[config.mk]
export PLATFORM = sky130hd
export DESIGN_NAME = ist_queue
export DESIGN_NICKNAME = d
export VERILOG_FILES = /design/src/hdl/ist_pkg.sv /design/src/hdl/ist_queue.sv
export SDC_FILE = /design/constraint.sdc
export NUM_CORES = 1
export LEC_CHECK = 0
export ABC_AREA = 1
export CAP_MARGIN = 20
export CORE_MARGIN = 2
export CORE_UTILIZATION = 67
export DETAILED_ROUTE_END_ITERATION = 16
export DONT_BUFFER_PORTS = 1
export PLACE_DENSITY = 0.83
export SYNTH_ARGS = -nofsm -noshare
export SYNTH_HDL_FRONTEND = slang
export SYNTH_SLANG_ARGS = --single-unit
[constraint.sdc]
create_clock -name i_clk -period 7.4 [get_ports i_clk]
set_input_delay 0.74 -clock i_clk [delete_from_list [all_inputs] [get_ports i_clk]]
set_output_delay 0.74 -clock i_clk [all_outputs]
set_load 0.005 [all_outputs]
[src/hdl/ist_pkg.sv]
package ist_pkg;

    // command codes
    typedef logic [2:0] t_cmd;
    localparam t_cmd CMD_ADD_BACK    = 3'd0;
    localparam t_cmd CMD_ADD_FRONT   = 3'd1;
    localparam t_cmd CMD_REMOVE      = 3'd2;
    localparam t_cmd CMD_SEARCH      = 3'd3;
    localparam t_cmd CMD_CONTAINS    = 3'd4;
    localparam t_cmd CMD_COUNT_USED  = 3'd5;
    localparam t_cmd CMD_COUNT_FREE  = 3'd6;
    localparam t_cmd CMD_HANDLE      = 3'd7;

    // status codes
    typedef logic [1:0] t_status;
    localparam t_status ST_OK         = 2'd0;
    localparam t_status ST_NOT_FOUND  = 2'd1;
    localparam t_status ST_FULL       = 2'd2;
    localparam t_status ST_BAD_HANDLE = 2'd3;

    // keys at or above this are ids, below it slot indices
    localparam logic [31:0] ID_BASE = 32'h0100_0000;

    // command queue between front and back
    localparam int QUEUE_DEPTH = 2;
    localparam int QPW         = $clog2(QUEUE_DEPTH);
    localparam int QCW         = $clog2(QUEUE_DEPTH + 1);

    // classified command
    typedef struct packed {
        t_cmd        cmd;
        logic [31:0] key;
        logic [7:0]  hint;
        logic        big;
    } t_job;

    // back end status
    typedef struct packed {
        logic clearing;
        logic idle;
    } t_bk_stat;

endpackage

[src/hdl/ist_queue.sv]
module ist_queue (
    input  logic               i_clk,
    input  logic               i_rst_n,
    input  logic               i_push,
    input  ist_pkg::t_job      i_job,
    input  logic               i_pop,
    output logic               o_valid,
    output logic               o_full,
    output ist_pkg::t_job      o_job
);

    ist_pkg::t_job                 r_mem [ist_pkg::QUEUE_DEPTH];
    logic [ist_pkg::QPW-1:0]       r_wp;
    logic [ist_pkg::QPW-1:0]       r_rp;
    logic [ist_pkg::QCW-1:0]       r_cnt;

    assign o_valid = (r_cnt != '0);
    assign o_full  = (r_cnt == ist_pkg::QCW'(ist_pkg::QUEUE_DEPTH));
    assign o_job   = r_mem[r_rp];

    // pointers and fill count
    always_ff @(posedge i_clk) begin
        if (!i_rst_n) begin
            r_wp  <= '0;
            r_rp  <= '0;
            r_cnt <= '0;
        end else begin
            if (i_push) begin
                r_wp <= (r_wp == ist_pkg::QPW'(ist_pkg::QUEUE_DEPTH - 1)) ? '0 : r_wp + 1'b1;
            end
            if (i_pop) begin
                r_rp <= (r_rp == ist_pkg::QPW'(ist_pkg::QUEUE_DEPTH - 1)) ? '0 : r_rp + 1'b1;
            end
            if (i_push && !i_pop) begin
                r_cnt <= r_cnt + 1'b1;
            end else if (i_pop && !i_push) begin
                r_cnt <= r_cnt - 1'b1;
            end
        end
    end

    // entry storage
    always_ff @(posedge i_clk) begin
        if (i_push) begin
            r_mem[r_wp] <= i_job;
        end
    end

endmodule

Yosys cells after proc, flatten, opt, wreduce, memory -nomap -nowiden. Memories as Yosys holds them, arrays and structs flattened. A register that Yosys moved wholly into a read port is not among the register bits. Index checks and enable logic that the tools add are counted.

Bits in registers: 4. Bits in writable memories: 88. Input bits: 48. Output and inout port bits: 46. Word-level logic and storage cells: 23. Memories kept: 1.

Add/sub/neg operators: 4. Equality and inequality tests: 1. Mux-type cells: 8. Reductions and logical operators: 6.

Memories: r_mem (depth 2, width 44, read ports 1, clocked after Yosys merged registers in 1, wr ports 1, line ist_queue.sv:12) `ist_pkg::t_job r_mem [ist_pkg::QUEUE_DEPTH];`.

Operator list (number): 1-bit two-way mux (6); 2-bit two-way mux (2); 2-bit nonzero test (2); 1-bit adder (second input constant) (2); 2-bit by 1-bit adder with 2-bit output (second input constant) (1); 2-bit equality test (second input constant) (1); 1-bit logical AND (2); 1-bit zero test (2); 2-bit by 1-bit subtractor with 2-bit output (second input constant) (1).

Logic depth before layout (Yosys ltp). Gate-level depths: netlist of run 1.

Depth in word-level cells: 4. Depth in mapped cells: 8.

Worst setup path after synthesis of run 1. No wires, ideal clock.

Path type: input to register. Start: input i_push. End: memory r_mem[0][0] in the netlist's numbering, enable pin. Setup time: 0.447 ns. Arrival time: 2.630 ns. Data required time: 6.953 ns. Path slack: 4.324 ns. Stages on the path: 2. Buffers on the path: 0. Cells stage by stage: inv_1 -> nor2_1.

Word-level cells in the longest chain between the ends: 2.

Ends and longest elaborated chain: start, declared (line ist_queue.sv:4) `input logic i_push,`; 1-bit two-way mux (line ist_queue.sv:44) `if (i_push) begin`; 1-bit two-way mux (not written as such) (line ist_queue.sv:45) `r_mem[r_wp] <= i_job;`; end, declared (line ist_queue.sv:12).

No other way between the ends.

==> results of run 1 <==
layout make-up:
| type | count | share of cell area |
|---|---|---|
| clock buffers | 12 | 0.0357 |
| flip-flops and latches | 93 | 0.724 |
| multi-input cells | 66 | 0.198 |
| clock inverters | 3 | 0.00363 |
| inverters | 8 | 0.00793 |
| well taps | 70 | 0.0231 |
| repair buffers | 2 | 0.00727 |
flip-flops by register name, indices dropped and copies added (netlist names), named ones only:
signal  cells
r_cnt       2
r_wp        1
r_rp        1
r_mem      88
where the power goes:
| part | switching [mW] | internal (mW) |
|---|---|---|
| clock network | 0.146 | 0.118 |
| logic | 0.0353 | 0.0385 |
| registers | 0.0119 | 0.608 |
worst max-delay path by stage:
stage	end	startpoint	slack, ns
global placement	o_job[24]	flip-flop	5.02
finish	o_job[24]	flip-flop	4.67
floorplan	r_mem[0][0]	i_push	4.32
CTS	o_job[24]	flip-flop	4.62
detailed placement	o_job[24]	flip-flop	5.00
global route	o_job[24]	flip-flop	4.55
kinds of logic after synthesis:
logic type	Yosys count
flops	93
mux	44
simple gates	19
buf+inv	13
compound gates	2
fa+ha+maj	1
cell usage in the layout (no fill, tap or decap):
master | netlist | routed
a21oi_1 | 1 | 1
buf_12 | 4 | 1
buf_4 | 0 | 1
clkbuf_1 | 0 | 3
clkbuf_8 | 0 | 9
clkinv_1 | 0 | 1
clkinv_2 | 0 | 2
dfxtp_1 | 5 | 4
dfxtp_2 | 0 | 1
edfxtp_1 | 88 | 88
ha_1 | 1 | 1
inv_1 | 8 | 7
inv_2 | 0 | 1
mux2_2 | 4 | 4
mux2_4 | 40 | 40
nand2_1 | 9 | 9
nand3_1 | 1 | 1
nand4_1 | 1 | 1
nor2_1 | 8 | 7
nor2_4 | 0 | 1
o21ai_0 | 1 | 1
metrics by stage:
stage / power [mW] / utilization / hold WS, ns / std cells / setup slack (ns)
global placement: 0.701 / 0.704 / 0.478 / 238 / 5.02
global route: 0.994 / 0.737 / 0.468 / 254 / 4.55
finish: 0.957 / 0.737 / 0.493 / 254 / 4.67
CTS: 0.969 / 0.737 / 0.473 / 254 / 4.62
floorplan: 0.697 / - / 0.463 / 172 / 4.32
detailed placement: 0.707 / 0.708 / 0.496 / 239 / 5.00
routing by layer:
metal | share of wire | vias up | GRT usage | wire length, um
li1 | - | 660 | - | -
met1 | 0.36 | 691 | 0.187 | 1840
met2 | 0.54 | 62 | 0.313 | 2790
met3 | 0.095 | 7 | 0.0895 | 489
met4 | 0.010 | 0 | 0.0804 | 53
met5 | 0 | - | 0 | 0
worst reg2reg max path: cells and delay by family, from the launching register on:
family                 cells  cell delay, ns
DFF                        1            0.42
and+or+nand+nor            1            0.11
buffers and inverters      1            0.67
==> results_dict.tcl, run 1 <==
set metrics [dict create \
    regArea_um2 2740 \
    clock_sinks 93 \
    yosys-top-cells-area "edfxtp_1, mux2_4, dfxtp_1, buf_12, mux2_2" \
    grt_overflow 0 \
    cts_tree "done" \
    nets 229 \
    synthMuxAreaShare 0.179 \
    synth.most_common_cell "edfxtp_1" \
    fp.dieW_um 77.4 \
    synth-compound-area-share 0.00277 \
    die_h_um 77.4 \
    tightest_slew_ns 0.907 \
    required_ns 6.66 \
    synth_top_family_by_area "multiplexers" \
    postCtsSetupBuffers 0 \
    cp_cell_sequence "buf_4 -> mux2_2" \
    synth_xor_area_frac 0 \
    area_growth_pct 5.03 \
    postCtsHoldBufs 0 \
    powerDensity_nw_per_um2 253 \
    dr.pass1.iters 5 \
    gp_congestion 0.615 \
    io-pin-count 94 \
    rsz0062_at_grt "false" \
    ys.flop_type "edfxtp_1" \
    grt_pass1_wl_um 7850 \
    die_area_um2 5990 \
    crit_fanout 25 \
    hp-start "i_job[23]" \
    synth_top_cell_area_share 0.733 \
    drtAntennaViolNets 0 \
    ys_seq_area_frac 0.760 \
    finalHoldViolations 0 \
    crit_buf_inv 1 \
    portBuffers 0 \
    wl_per_cell_um 20.4 \
    placed_area_um2 3640 \
    fillerInstances 311 \
    synth.net_count 221 \
    antenna_found_initial 0 \
    status "finished, final reports clean" \
    crit_family "flip-flops" \
    vias_per_cell 5.59 \
    num_vias 1420 \
    async_flop_share 0 \
    synth_area_leader_cell "edfxtp_1" \
    synthTopCellsByCount "edfxtp_1, mux2_4, nand2_1, inv_1, nor2_1" \
    finClkSkew_ns 0.00410 \
    syn-mean-instance-area_um2 21.0 \
    reg2reg_depth 2 \
    grt_pass1_vias 1536 \
    tns_ns 0 \
    setup_viol 0 \
    start_util 0.702 \
    clockRootBuffer "clkbuf_8" \
    timing.fmax_mhz 367 \
    clk_latency_ns 0.33 \
    crit_path_end_kind "output pin" \
    whs_path_depth 0 \
    drv_cap 0 \
    drt-total-wl_um 5170 \
    synth_edf_count 88 \
    multi_input_area_um2 751 \
    cts_resized 0 \
    core-area_um2 5140 \
    clk_path_buf_depth 2 \
    synth_fa_ha_area_frac 0.00347 \
    crit_type "flip-flop to output pin" \
    rr_startpoint "r_wp" \
    clk_pin_slew_worst_paths_ns 0.08 \
    cp.depth 2 \
    cp_data_arrival_time_ns 1.99 \
    diodes 0 \
    rows 26 \
    drt_iter0_drc 62 \
    slowest_stage "dfxtp_2" \
    grtUsageTotal 0.182 \
    maxSlewHeadroom 0.394 \
    synth-seq-cells 93 \
    regToRegSetupSlack_ns 5.81 \
    hold_path.class "input pin to flip-flop" \
    drc_errors 0 \
    design_area_um2 3790 \
    hpwl_um 3590 \
    fin_crit_ns 2.73 \
    drive_gt1_frac 0.326 \
    leakage_nw 1.37 \
    hold_path_end "r_mem[1][23]" \
    yosysWarnings 0 \
    grt_max_degree 45 \
    syn_area_um2 3610 \
    post-route-period-util 0.369 \
    cts_buffers 9 \
    cp_slowest_stage_delay_ns 0.72 \
    h-tree-depth 3 \
    r2r-end "r_mem[1][0]" \
    yosys.area_share.simple 0.0208 \
    ys_types 14 \
    peakVddDrop_mv 0.181 \
    syn_inst 172 \
    startpoint_type "flip-flop" \
    final_max_slew_viol_count 0 \
]
No activity file was read; power rests on OpenSTA's default activity.
==> run 2: changes to the inputs <==
--- a/config.mk
+++ b/config.mk
@@ -8,10 +8,10 @@
 export ABC_AREA = 1
 export CAP_MARGIN = 20
 export CORE_MARGIN = 2
-export CORE_UTILIZATION = 67
+export CORE_UTILIZATION = 56
 export DETAILED_ROUTE_END_ITERATION = 16
 export DONT_BUFFER_PORTS = 1
-export PLACE_DENSITY = 0.83
+export PLACE_DENSITY = 0.74
 export SYNTH_ARGS = -nofsm -noshare
 export SYNTH_HDL_FRONTEND = slang
 export SYNTH_SLANG_ARGS = --single-unit
==> constraint.sdc (replaced) <==
create_clock -name i_clk -period 2.2 [get_ports i_clk]
set_input_delay 0.22 -clock i_clk [delete_from_list [all_inputs] [get_ports i_clk]]
set_output_delay 0.22 -clock i_clk [all_outputs]
set_load 0.005 [all_outputs]
==> run 2 against run 1 <==
Effect of this change:
- sequential share of layout area decreased by 9.3 points
- combinational power increased to 4.7 times the previous value
- flip-flop and latch count unchanged
- cell area increased by 15%
- global-route usage decreased by 0.49 points
- core utilization decreased by 4.5 points
- setup slack got worse by 4.1 ns
==> results_dict.tcl, run 2 (same netlist as run 1, synthesis figures left out) <==
set metrics [dict create \
    status "finished, final reports clean" \
    largest_reg_flops 88 \
    area_growth_pct 20.5 \
    combPwrFrac 0.096 \
    fp.dieW_um 84.3 \
    crit_fanout 24 \
    drive_gt1_frac 0.291 \
    dr.pass1.iters 3 \
    crit_buf_inv 1 \
    multi_input_area_um2 751 \
    reg_top3 "r_mem x88, r_cnt x2" \
    die_h_um 84.3 \
    switchingPower_mw 0.733 \
    slowest_stage "buf_4" \
    fillerInstances 385 \
    vias_per_cell 5.18 \
    clk_pin_slew_worst_paths_ns 0.08 \
    regToRegSetupSlack_ns 0.78 \
    clkPwrFrac 0.328 \
    num_vias 1610 \
    hpwl_um 3700 \
    crit_family "buffers and inverters" \
    nets 278 \
    tightest_slew_ns 0.469 \
    tns_ns 0 \
    post-route-period-util 0.748 \
    cts_tree "done" \
    finClkSkew_ns 0.00656 \
    antenna_found_initial 0 \
    cp_slowest_stage_delay_ns 0.38 \
    required_ns 1.98 \
    io-pin-count 94 \
    setup_ws_ns 0.554 \
    setup_viol 0 \
    netSwitchingFraction 0.204 \
    leakage_nw 1.61 \
    timing.fmax_mhz 607 \
    crit_path_end_kind "output pin" \
    post-route-util 0.692 \
    rows 29 \
    peakVddDrop_mv 0.577 \
    rsz0062_at_grt "false" \
    cp_cell_sequence "buf_4 -> mux2_4" \
    gp_congestion 0.693 \
    postCtsSetupBuffers 0 \
    finalNonFillerCells 311 \
    finalHoldViolations 0 \
    core-area_um2 6280 \
    grtUsageTotal 0.177 \
    drt_iter0_drc 93 \
    p_int_mw 2.86 \
    top_register "r_mem" \
    wl_per_cell_um 18.4 \
    startpoint_type "flip-flop" \
    die_area_um2 7100 \
    diodes 0 \
    fin_crit_ns 1.65 \
    portBuffers 0 \
    regArea_um2 2740 \
    final_max_slew_viol_count 0 \
    grt_pass1_wl_um 9250 \
    hold_slack_ns 0.0344 \
    powerDensity_nw_per_um2 827 \
    drtAntennaViolNets 0 \
    grt_overflow 0 \
    start_util 0.575 \
    clk_latency_ns 0.34 \
    clockRootBuffer "clkbuf_8" \
    maxSlewHeadroom 0.687 \
    final_cell_mix "edfxtp_1, dlygate4sd3_1, mux2_4, nand2_1, clkbuf_8" \
    clock_sinks 93 \
    dpl_worst_slack_ns 0.773 \
    crit_type "flip-flop to output pin" \
    clk_path_buf_depth 2 \
    cp_data_arrival_time_ns 1.43 \
    cts_buffers 9 \
    power.share.sequential 0.575 \
    h-tree-depth 3 \
    dpl.cell_count 249 \
    drv_cap 0 \
    grt_max_degree 25 \
    grt_pass1_vias 1815 \
    hold_path.class "input pin to flip-flop" \
    final_common_cell "edfxtp_1" \
    drc_errors 0 \
    drt-total-wl_um 5710 \
]
==> run 2: path summary, 6_finish.rpt <==
kind,from,endpoint,depth (start not counted)
worst min register to register,r_rp,flip-flop,2
worst min-delay path,i_pop,flip-flop,2
worst max-delay path,flip-flop,o_job[6],2
worst max register to register,r_wp,r_mem[1][40],3
==> run 2: area by class of cell <==
class	instances	share of cell area
clock buffer	9	0.0285
tap	77	0.0222
sequential	93	0.631
inverter	8	0.00691
timing repair buffer	51	0.117
multi-input combinational	66	0.173
clock inverter	7	0.0207
==> run 2: power groups by stage <==
stage,Combinational [mW],Sequential (mW),Clock [mW]
after floorplan,0.243,2.10,0
after global placement,0.262,2.10,0
after detailed placement,0.271,2.11,0
after CTS,0.350,2.07,1.20
after global routing,0.377,2.08,1.28
final,0.346,2.07,1.18
==> run 2: what timing repair did <==
action,CTS,global route
gates resized for setup,0,0
hold buffers,46,0
endpoints found under the hold margin,92,0
==> run 2: per-stage QoR <==
| step | instance area [um2] | total power, mW |
|---|---|---|
| after detailed placement | 3670 | 2.38 |
| after global routing | 4350 | 3.74 |
| after global placement | 3670 | 2.37 |
| after CTS | 4350 | 3.62 |
| final | 4350 | 3.60 |
| after floorplan | 3610 | 2.35 |
==> run 2: routing by layer <==
metal | vias up | track usage | wire length (um)
met2 | 60 | 0.314 | 3160
met1 | 777 | 0.187 | 2060
li1 | 766 | - | -
met4 | 0 | 0.0660 | 63
met3 | 7 | 0.0757 | 430
met5 | - | 0 | 0
==> run 2: worst reg2reg max path, stage by stage, from the launching register on <==
cell,delay (ns)
dfxtp_1,0.40
nand2_1,0.10
inv_2,0.37
buf_12,0.25
